## src/hdl/sqcf_pkg.sv

```systemverilog
// ----------------------------------------------------------------------------
// Square root continued fraction package
// Shared widths and the command and status words between controller and
// datapath.
// ----------------------------------------------------------------------------
package sqcf_pkg;

  localparam int RAD_IN_W = 32;
  localparam int TERM_W   = 17;

  typedef struct packed {
    logic sqrt_init;
    logic sqrt_step;
    logic div_init_k;
    logic div_init_b;
    logic div_step;
    logic mul_kb;
    logic calc_na;
    logic mul_sq;
    logic fin_start;
    logic fin_next;
    logic fin_err;
  } cmd_t;

  typedef struct packed {
    logic active;
    logic div_zero;
    logic iter_done;
  } sts_t;

endpackage

```

## src/hdl/sqcf_if.sv

```systemverilog
// ----------------------------------------------------------------------------
// Square root continued fraction channels
// Request and result channels with a valid and ready handshake.
// ----------------------------------------------------------------------------
interface sqcf_req_if import sqcf_pkg::*; ();
  logic                valid;
  logic                ready;
  logic                req_type;
  logic [RAD_IN_W-1:0] radicand;

  modport source (output valid, output req_type, output radicand, input ready);
  modport sink   (input valid, input req_type, input radicand, output ready);
endinterface

interface sqcf_res_if import sqcf_pkg::*; ();
  logic              valid;
  logic              ready;
  logic [TERM_W-1:0] term;
  logic              is_last;
  logic              status;

  modport source (output valid, output term, output is_last, output status, input ready);
  modport sink   (input valid, input term, input is_last, input status, output ready);
endinterface

```

## src/hdl/sqcf_datapath.sv

```systemverilog
// ----------------------------------------------------------------------------
// Square root continued fraction datapath
// Expansion state, digit-serial square root, shared restoring divider,
// shared multiplier and the result word register.
// ----------------------------------------------------------------------------
module sqcf_datapath import sqcf_pkg::*; #(
  parameter int RADICAND_BITS = 32
) (
  input  logic                clk,
  input  logic                rst_n,
  input  cmd_t                cmd,
  input  logic [RAD_IN_W-1:0] radicand,
  output sts_t                sts,
  output logic [TERM_W-1:0]   term,
  output logic                is_last,
  output logic                status
);

  localparam int D   = RADICAND_BITS;
  localparam int R   = (D + 1) / 2;
  localparam int B   = R + 1;
  localparam int W2  = 2 * R;
  localparam int DSW = 2 * R + 1;
  localparam int PW  = 2 * B;
  localparam int CW  = $clog2(B);

  logic [D-1:0]      d_r;
  logic [R-1:0]      root_r;
  logic [R-1:0]      fa_r;
  logic [B-1:0]      fb_r;
  logic [R-1:0]      ca_r;
  logic [B-1:0]      cb_r;
  logic              active_r;

  logic [W2-1:0]     sx_r;
  logic [W2-1:0]     sr_r;
  logic [W2-1:0]     sbit_r;
  logic [W2-1:0]     rem_r;
  logic [DSW-1:0]    ds_r;
  logic [B-1:0]      q_r;
  logic [B-1:0]      k_r;
  logic [R-1:0]      na_r;
  logic [PW-1:0]     prod_r;
  logic [CW-1:0]     cnt_r;

  logic [TERM_W-1:0] term_r;
  logic              last_r;
  logic              status_r;

  logic [W2-1:0]     sq_sum;
  logic              sq_take;
  logic [R-1:0]      sq_root;
  logic [B-1:0]      sq_rem;
  logic [DSW-1:0]    rem_ext;
  logic              dv_take;
  logic [DSW-1:0]    dv_diff;
  logic [B-1:0]      mul_a;
  logic [B-1:0]      mul_b;
  logic [PW-1:0]     mul_p;
  logic              period_end;

  assign sq_sum     = sr_r + sbit_r;
  assign sq_take    = sx_r >= sq_sum;
  assign sq_root    = sr_r[R-1:0];
  assign sq_rem     = sx_r[B-1:0];
  assign rem_ext    = {1'b0, rem_r};
  assign dv_take    = rem_ext >= ds_r;
  assign dv_diff    = rem_ext - ds_r;
  assign mul_a      = cmd.mul_sq ? B'(na_r) : q_r;
  assign mul_b      = cmd.mul_sq ? B'(na_r) : cb_r;
  assign mul_p      = PW'(mul_a) * PW'(mul_b);
  assign period_end = (na_r == fa_r) && (q_r == fb_r);

  always_ff @(posedge clk) begin
    if (!rst_n) begin
      d_r      <= '0;
      root_r   <= '0;
      fa_r     <= '0;
      fb_r     <= '0;
      ca_r     <= '0;
      cb_r     <= '0;
      active_r <= 1'b0;
    end else begin
      if (cmd.sqrt_init) begin
        d_r <= D'(radicand);
      end
      if (cmd.fin_start) begin
        root_r   <= sq_root;
        fa_r     <= sq_root;
        ca_r     <= sq_root;
        fb_r     <= sq_rem;
        cb_r     <= sq_rem;
        active_r <= (sq_rem != '0);
      end else if (cmd.fin_next) begin
        ca_r <= na_r;
        cb_r <= q_r;
        if (period_end) begin
          active_r <= 1'b0;
        end
      end else if (cmd.fin_err) begin
        active_r <= 1'b0;
      end
    end
  end

  always_ff @(posedge clk) begin
    if (cmd.sqrt_init) begin
      sx_r   <= W2'(D'(radicand));
      sr_r   <= '0;
      sbit_r <= W2'(1) << (W2 - 2);
    end else if (cmd.sqrt_step) begin
      if (sq_take) begin
        sx_r <= sx_r - sq_sum;
        sr_r <= (sr_r >> 1) + sbit_r;
      end else begin
        sr_r <= sr_r >> 1;
      end
      sbit_r <= sbit_r >> 2;
    end

    if (cmd.div_init_k) begin
      rem_r <= W2'(B'(root_r) + B'(ca_r));
      ds_r  <= DSW'(cb_r) << R;
      q_r   <= '0;
    end else if (cmd.div_init_b) begin
      rem_r <= W2'(d_r) - W2'(prod_r);
      ds_r  <= DSW'(cb_r) << R;
      q_r   <= '0;
    end else if (cmd.div_step) begin
      if (dv_take) begin
        rem_r <= W2'(dv_diff);
      end
      q_r  <= {q_r[B-2:0], dv_take};
      ds_r <= ds_r >> 1;
    end

    if (cmd.sqrt_init) begin
      cnt_r <= CW'(R - 1);
    end else if (cmd.div_init_k || cmd.div_init_b) begin
      cnt_r <= CW'(B - 1);
    end else if (cmd.sqrt_step || cmd.div_step) begin
      cnt_r <= cnt_r - CW'(1);
    end

    if (cmd.mul_kb) begin
      k_r <= q_r;
    end
    if (cmd.mul_kb || cmd.mul_sq) begin
      prod_r <= mul_p;
    end
    if (cmd.calc_na) begin
      na_r <= R'(prod_r - PW'(ca_r));
    end

    if (cmd.fin_start) begin
      term_r   <= TERM_W'(sq_root);
      last_r   <= (sq_rem == '0);
      status_r <= 1'b0;
    end else if (cmd.fin_next) begin
      term_r   <= TERM_W'(k_r);
      last_r   <= period_end;
      status_r <= 1'b0;
    end else if (cmd.fin_err) begin
      term_r   <= '0;
      last_r   <= 1'b0;
      status_r <= 1'b1;
    end
  end

  assign sts.active    = active_r;
  assign sts.div_zero  = (cb_r == '0);
  assign sts.iter_done = (cnt_r == '0);

  assign term    = term_r;
  assign is_last = last_r;
  assign status  = status_r;

endmodule

```

## src/hdl/sqcf_ctrl.sv

```systemverilog
// ----------------------------------------------------------------------------
// Square root continued fraction controller
// Sequences the root, divide and multiply steps and owns the handshakes.
// ----------------------------------------------------------------------------
module sqcf_ctrl import sqcf_pkg::*; (
  input  logic clk,
  input  logic rst_n,
  input  logic in_valid,
  input  logic in_req_type,
  input  logic out_ready,
  input  sts_t sts,
  output cmd_t cmd,
  output logic in_ready,
  output logic out_valid
);

  typedef enum logic [3:0] {
    S_IDLE,
    S_SQRT,
    S_DIV1,
    S_MULKB,
    S_NA,
    S_MULSQ,
    S_DIVB,
    S_DIV2,
    S_FIN_S,
    S_FIN_N,
    S_FIN_E
  } state_t;

  state_t state_r;
  state_t state_nxt;
  logic   out_valid_r;
  logic   out_valid_nxt;
  logic   slot_free;

  assign slot_free = !out_valid_r || out_ready;
  assign in_ready  = (state_r == S_IDLE);
  assign out_valid = out_valid_r;

  always_comb begin
    cmd           = '0;
    state_nxt     = state_r;
    out_valid_nxt = out_valid_r && !out_ready;
    unique case (state_r)
      S_IDLE: begin
        if (in_valid) begin
          if (!in_req_type) begin
            cmd.sqrt_init = 1'b1;
            state_nxt     = S_SQRT;
          end else if (sts.active && !sts.div_zero) begin
            cmd.div_init_k = 1'b1;
            state_nxt      = S_DIV1;
          end else begin
            state_nxt = S_FIN_E;
          end
        end
      end
      S_SQRT: begin
        cmd.sqrt_step = 1'b1;
        if (sts.iter_done) begin
          state_nxt = S_FIN_S;
        end
      end
      S_DIV1: begin
        cmd.div_step = 1'b1;
        if (sts.iter_done) begin
          state_nxt = S_MULKB;
        end
      end
      S_MULKB: begin
        cmd.mul_kb = 1'b1;
        state_nxt  = S_NA;
      end
      S_NA: begin
        cmd.calc_na = 1'b1;
        state_nxt   = S_MULSQ;
      end
      S_MULSQ: begin
        cmd.mul_sq = 1'b1;
        state_nxt  = S_DIVB;
      end
      S_DIVB: begin
        cmd.div_init_b = 1'b1;
        state_nxt      = S_DIV2;
      end
      S_DIV2: begin
        cmd.div_step = 1'b1;
        if (sts.iter_done) begin
          state_nxt = S_FIN_N;
        end
      end
      S_FIN_S: begin
        if (slot_free) begin
          cmd.fin_start = 1'b1;
          out_valid_nxt = 1'b1;
          state_nxt     = S_IDLE;
        end
      end
      S_FIN_N: begin
        if (slot_free) begin
          cmd.fin_next  = 1'b1;
          out_valid_nxt = 1'b1;
          state_nxt     = S_IDLE;
        end
      end
      S_FIN_E: begin
        if (slot_free) begin
          cmd.fin_err   = 1'b1;
          out_valid_nxt = 1'b1;
          state_nxt     = S_IDLE;
        end
      end
      default: begin
        state_nxt = S_IDLE;
      end
    endcase
  end

  always_ff @(posedge clk) begin
    if (!rst_n) begin
      state_r     <= S_IDLE;
      out_valid_r <= 1'b0;
    end else begin
      state_r     <= state_nxt;
      out_valid_r <= out_valid_nxt;
    end
  end

endmodule

```

## src/hdl/sqrt_continued_fraction_terms.sv

```systemverilog
// ----------------------------------------------------------------------------
// Continued fraction terms of a square root
// A start word returns floor(sqrt(d)); each next word returns one partial
// quotient of the periodic expansion, or an error word if none is active.
// ----------------------------------------------------------------------------
// A start word is produced by the digit-serial root (one root bit per cycle)
// and then waits for a free result slot. A next word is set by two passes of
// the shared restoring divider (one quotient bit per cycle) and the shared
// multiplier. A refused next word gives an error status word. A new word is
// taken once the controller is back in idle, as the result word turns valid.
// Reset clears all expansion state; no expansion is active afterwards.
module sqrt_continued_fraction_terms import sqcf_pkg::*; #(
  parameter int RADICAND_BITS = 32
) (
  input  logic       clk,
  input  logic       rst_n,
  sqcf_req_if.sink   in_req,
  sqcf_res_if.source out_res
);

  cmd_t cmd;
  sts_t sts;

  sqcf_ctrl u_ctrl (
    .clk         (clk),
    .rst_n       (rst_n),
    .in_valid    (in_req.valid),
    .in_req_type (in_req.req_type),
    .out_ready   (out_res.ready),
    .sts         (sts),
    .cmd         (cmd),
    .in_ready    (in_req.ready),
    .out_valid   (out_res.valid)
  );

  sqcf_datapath #(
    .RADICAND_BITS (RADICAND_BITS)
  ) u_datapath (
    .clk      (clk),
    .rst_n    (rst_n),
    .cmd      (cmd),
    .radicand (in_req.radicand),
    .sts      (sts),
    .term     (out_res.term),
    .is_last  (out_res.is_last),
    .status   (out_res.status)
  );

endmodule

```

## src/flat_wrapper.sv

```systemverilog
// flat-port wrapper written by rule: the top's interface ports become plain ports
module sqrt_continued_fraction_terms_flat import sqcf_pkg::*;
#(
  parameter int RADICAND_BITS = 32
)
  (clk, rst_n, in_req_valid, in_req_req_type, in_req_radicand, in_req_ready, out_res_valid, out_res_term, out_res_is_last, out_res_status, out_res_ready);
  sqcf_req_if in_req_i ();
  sqcf_res_if out_res_i ();
  input  logic clk;
  input  logic rst_n;
  input wire logic [$bits(in_req_i.valid)-1:0] in_req_valid;
  input wire logic [$bits(in_req_i.req_type)-1:0] in_req_req_type;
  input wire logic [$bits(in_req_i.radicand)-1:0] in_req_radicand;
  output wire logic [$bits(in_req_i.ready)-1:0] in_req_ready;
  output wire logic [$bits(out_res_i.valid)-1:0] out_res_valid;
  output wire logic [$bits(out_res_i.term)-1:0] out_res_term;
  output wire logic [$bits(out_res_i.is_last)-1:0] out_res_is_last;
  output wire logic [$bits(out_res_i.status)-1:0] out_res_status;
  input wire logic [$bits(out_res_i.ready)-1:0] out_res_ready;
  assign in_req_i.valid = in_req_valid;
  assign in_req_i.req_type = in_req_req_type;
  assign in_req_i.radicand = in_req_radicand;
  assign in_req_ready = in_req_i.ready;
  assign out_res_valid = out_res_i.valid;
  assign out_res_term = out_res_i.term;
  assign out_res_is_last = out_res_i.is_last;
  assign out_res_status = out_res_i.status;
  assign out_res_i.ready = out_res_ready;
  sqrt_continued_fraction_terms #(.RADICAND_BITS(RADICAND_BITS)) u_core (.clk(clk), .rst_n(rst_n), .in_req(in_req_i), .out_res(out_res_i));
endmodule
```

## config.mk

```make
export PLATFORM = sky130hd
export DESIGN_NAME = sqrt_continued_fraction_terms_flat
export DESIGN_NICKNAME = d
export VERILOG_FILES = /design/src/hdl/sqcf_pkg.sv /design/src/hdl/sqcf_if.sv /design/src/hdl/sqcf_datapath.sv /design/src/hdl/sqcf_ctrl.sv /design/src/hdl/sqrt_continued_fraction_terms.sv /design/src/flat_wrapper.sv
export SDC_FILE = /design/constraint.sdc
export NUM_CORES = 2
export LEC_CHECK = 0
export BUFFER_PORTS_ARGS = -buffer_cell sky130_fd_sc_hd__buf_2
export CAP_MARGIN = 10
export CORE_MARGIN = 4
export CORE_UTILIZATION = 52
export DETAILED_ROUTE_END_ITERATION = 12
export GPL_TIMING_DRIVEN = 0
export PLACE_DENSITY = 0.71
export SYNTH_ARGS = -nofsm -noshare
export SYNTH_HDL_FRONTEND = slang
export SYNTH_SLANG_ARGS = --single-unit
```

## constraint.sdc

```tcl
create_clock -name clk -period 7 [get_ports clk]
set_clock_uncertainty 0.05 [all_clocks]
set_input_delay 1.75 -clock clk [delete_from_list [all_inputs] [get_ports clk]]
set_output_delay 1.75 -clock clk [all_outputs]
set_load 0.05 [all_outputs]
```

==> results.env <==
CTSLONGESTPATHBUFFERS=3
HIGHEST_FANOUT_SEEN_ON_THE_CRITICAL_PATH=10
POSTSYNTHNETCOUNT=4184
POST_SYNTH.CELL_AREA_AVG_SQ_UM=8.51
ROUTABILITY_CONGESTION_ESTIMATE=1.05
AREA_GROWTH_PCT=13.0
FINALWORSTPATHREQUIREDPERIOD_NS=6.99
POST_DRT_VIA_CELL_RATIO=5.97
DPL.CELL_COUNT=4493
WORST_SETUP_END_KIND='flip-flop'
FILL_CELLS=5236
LAYOUT.CELL_AREA.NON_FILLER_SQ_UM=35200
IR_WORST_VDD_uV=406
TIMING.SLEW.HEADROOM_PCT=23.8
CTS_HTREE_LEVELS=2
ROUTE.ANTENNA.REMAINING_NETS=0
OVERALL_DIE_AREA_SQ_UM=63900
POST-ROUTE-DRC-COUNT=0
POST_DRT_WL_PER_CELL_MICRONS=22.2
TOTAL_POWER_mW=13.5
SYNTHFLOPTYPE='dfxtp_1'
P_SWITCHING_mW=6.33
STATUS='finished, final reports clean'
NUM_VIAS=27600
INITIAL_CELL_DENSITY_OF_THE_CORE_PCT=52.7
FIRST_PASS_GRT_WIRE_LENGTH_MICRONS=156000
ROUTED_WL_MICRONS=102000
GRT_BUSIEST_LAYER='met2'
YS_SEQ_ELEMENTS=355
INITIAL_ANTENNA_VIOLATION_COUNT=4
SYNTH-ASYNC-RESET-RATIO_PCT=0
TIMING.CRITICAL_PATH.FROM_TYPE='flip-flop'
POWER.DENSITY_CELL_AREA_nW_PER_UM2=383
GR-TOTAL-OVERFLOW=0
COREAREA_SQ_UM=59100
CLOCK_LATENCY_NS=0.57
CELLINTERNALPOWER_mW=7.15
CRITPATHARRIVALTIME_NS=7.30
FINISH.UTILIZATION_PCT=59.5
POWER.SHARE.COMBINATIONAL_PCT=55.3
CRIT_PATH_TOP_DELAY_CELL='fa_1'
TIMING.FINAL.WS_SETUP_NS=0.0142
TRITONCTS='yes'
FINALSETUPVIOLATIONS=0
CTS_MADE_BUFFERS=40
CPMOSTUSEDCELL='fa_1'
MAX_STAGE_DELAY_NS=0.57
HOLDBUFCOUNTCTS=0
HPWLAFTERDP_MICRONS=79600
IOPINCOUNT=58
FIN_NETS=4337
GLOBALROUTETOTALUTIL_PCT=31.7
GR-USAGE-MET3_PCT=7.36
NUM_ROWS=89
PLACE.PORT_BUFFERS=57
WORST_EP_REQUIRED_TIME_NS=7.32
YOSYSWARNINGCOUNT=0
SYNTHESIS.AREA_SQ_UM=31100
CRIT-REG2REG-LAUNCH='u_core.u_ctrl.state_r[0]'
CPLARGESTDELAYFAMILY='adder cells'
HOLD_START='u_core.u_datapath.q_r[8]'
DIE_H_MICRONS=253
GRT_SETUP_UNREPAIRED='yes'
PERIOD_SHARE_PCT=99.8
GRT_START_MAX_NET_PINS=33
FINAL.SETUP.TNS_NS=0
DETAILEDROUTE.FIRSTITERATIONVIOLATIONS=2981
POWER_FRAC_CLOCK_PCT=16.7
SETUP.WORST_PATH.CLASS='reg -> reg'
TIMING.HOLD.WORST.CLASS='reg -> reg'
FINAL_INSTANCE_COUNT_WITHOUT_FILLER_CELLS=4616
CLKSINKCOUNT=355
SYN_INST=3660
GRT_PASS1_VIAS=26600
HOLD_VIOLATIONS=0
ROOT_BUFFER='clkbuf_16'
TOTAL_LEAKAGE_POWER_nW=15.0
CRIT_START='u_core.u_ctrl.state_r[0]'
DIE_W_MICRONS=253
SYNTH.LIB_CELLS_USED.DISTINCT=79
WORST-PATH-BUF-INV=7
SHARE_OF_POST_ROUTE_CELLS_WITH_DRIVE_STRENGTH_ABOVE_1_PCT=9.45
DETAILED_PLACE.AREA_SQ_UM=32500
HOLDWS_NS=0.386
YOSYSSEQAREASHARE_PCT=28.1
TIMING.FINAL.MAX_SLEW_VIOLATIONS=0
CLKSLEWWORSTSETUPHOLDPATHS_NS=0.06
MAX_FREQ_MHz=143
POWER_FRAC_SEQ_PCT=28.1
PLACEMENT.SETUP.WORST_SLACK_NS=-1.68
GRT_USE_MET2_PCT=48.2
MAX_CAP_VIOL_COUNT=0
SWITCHING_SHARE_PCT=47.0
ANTENNA_CELLS=0
USE_MET1_PCT=43.7
COUNT_OF_FLIP_FLOPS_WITH_A_BUILT_IN_ENABLE_AFTER_SYNTHESIS=163
DETAILEDROUTE.FIRSTPASSITERATIONCOUNT=6
WORST_PIN_SLEW_NS=1.13
-- power by group through the flow --
stage | logic (mW) | clock network (mW) | registers, mW
floorplan | 5.10 | 0 | 3.49
global placement | 6.87 | 0 | 3.74
detailed placement | 6.94 | 0 | 3.74
CTS | 7.22 | 2.26 | 3.72
global route | 8.15 | 2.35 | 3.80
finish | 7.45 | 2.25 | 3.79
-- cells in the final DEF (no fill, tap or decap), types with 56 or more instances in the layout --
cell and n:
o21ai_0 147, xnor2_1 112, nor2_1 289, a211oi_1 61, edfxtp_1 163, fa_1 226
clkbuf_1 110, nor3_1 64, a21oi_1 275, dfxtp_1 188, xor2_1 94, nand2_1 579
inv_1 400, ha_1 250, buf_2 62, buf_4 56
-- cells in the mapped netlist (7+ instances only) --
cell      number  area share, %
nand2_1      605            7.3
inv_1        404            4.9
a21oi_1      310            5.0
nor2_1       293            3.5
ha_1         259             10
fa_1         228             15
dfxtp_1      192             12
edfxtp_1     163             16
o21ai_0      154            2.5
clkbuf_1     132            1.6
xnor2_1      119            3.3
xor2_1        96            2.7
nor3_1        65            1.0
a211oi_1      61            1.5
a21o_1        55            1.3
mux2i_1       55            1.8
nand3_1       36           0.58
a31oi_1       35           0.70
and3_1        33           0.66
nand2b_1      31           0.62
nor2b_1       29           0.58
o21a_1        29           0.70
and2_1        26           0.52
nand4_1       24           0.48
nor4_1        22           0.44
o211ai_1      16           0.39
o31ai_1       15           0.36
or2_2         12           0.24
buf_1         11           0.13
o21bai_1      11           0.27
o22ai_1       11           0.22
o21ai_1        9           0.14
or3_1          9           0.18
a21boi_0       7           0.17
a31o_2         7           0.20
-- worst reg2reg max path, stage by stage, from the launching register on --
cell,delay (ns)
dfxtp_2,0.34
buf_8,0.10
nand2b_4,0.09
or2_4,0.33
clkbuf_8,0.21
a21oi_4,0.27
nor2_1,0.12
fa_1,0.57
inv_2,0.05
fa_2,0.57
fa_1,0.43
fa_1,0.50
inv_1,0.06
fa_1,0.48
inv_1,0.05
fa_1,0.47
inv_1,0.06
ha_4,0.23
and3_4,0.18
and3_4,0.19
a221oi_4,0.29
o31ai_4,0.18
buf_4,0.17
a21o_1,0.18
a21oi_2,0.18
o21ai_1,0.12
xor2_2,0.31
-- registers in the layout, summed over array words and instances (netlist names), 16 cells and up --
register,count
u_core.u_datapath.ds_r,33
u_core.u_datapath.d_r,32
u_core.u_datapath.prod_r,32
u_core.u_datapath.rem_r,32
u_core.u_datapath.sr_r,32
u_core.u_datapath.sx_r,32
u_core.u_datapath.cb_r,17
u_core.u_datapath.fb_r,17
u_core.u_datapath.k_r,17
u_core.u_datapath.q_r,17
u_core.u_datapath.term,17
u_core.u_datapath.ca_r,16
u_core.u_datapath.fa_r,16
u_core.u_datapath.na_r,16
u_core.u_datapath.sbit_r,16
-- cells by family after synthesis --
logic type | share of synthesized area, %
xor+xnor | 6.05
mux | 1.77
simple gates | 16.8
buf+inv | 6.86
flops | 28.1
compound gates | 15.4
fa+ha+maj | 25.1
-- what timing repair did --
| item | in CTS | in global routing |
|---|---|---|
| setup buffers | 37 | 18 |
| pin swaps | 33 | 33 |
| cloned | 1 | 1 |
| resized for setup | 164 | 59 |
| setup endpoints to repair | 20 | 13 |
-- worst paths after layout --
kind                             endpoint  slack [ns]  depth (start not counted)
max reg2reg  u_core.u_datapath.prod_r[21]        0.01                         26
min reg2reg      u_core.u_datapath.k_r[8]        0.39                          0
max          u_core.u_datapath.prod_r[21]        0.01                         26
min              u_core.u_datapath.k_r[8]        0.39                          0
-- layout make-up --
class	count	area (sq um)	area share (%)
plain buffers	149	850	2.41
well taps	773	967	2.75
clock buffers	56	1220	3.46
multi-input cells	2747	21000	59.6
inverters	404	1520	4.31
flip-flops and latches	355	8750	24.9
repair buffers	116	771	2.19
clock inverters	16	160	0.455
-- layer usage --
layer	up-vias	wire length [microns]
met5	-	13
li1	12700	-
met3	332	10600
met2	1350	43700
met1	13200	42500
met4	2	5660
Power figures use the tool's default switching activity.
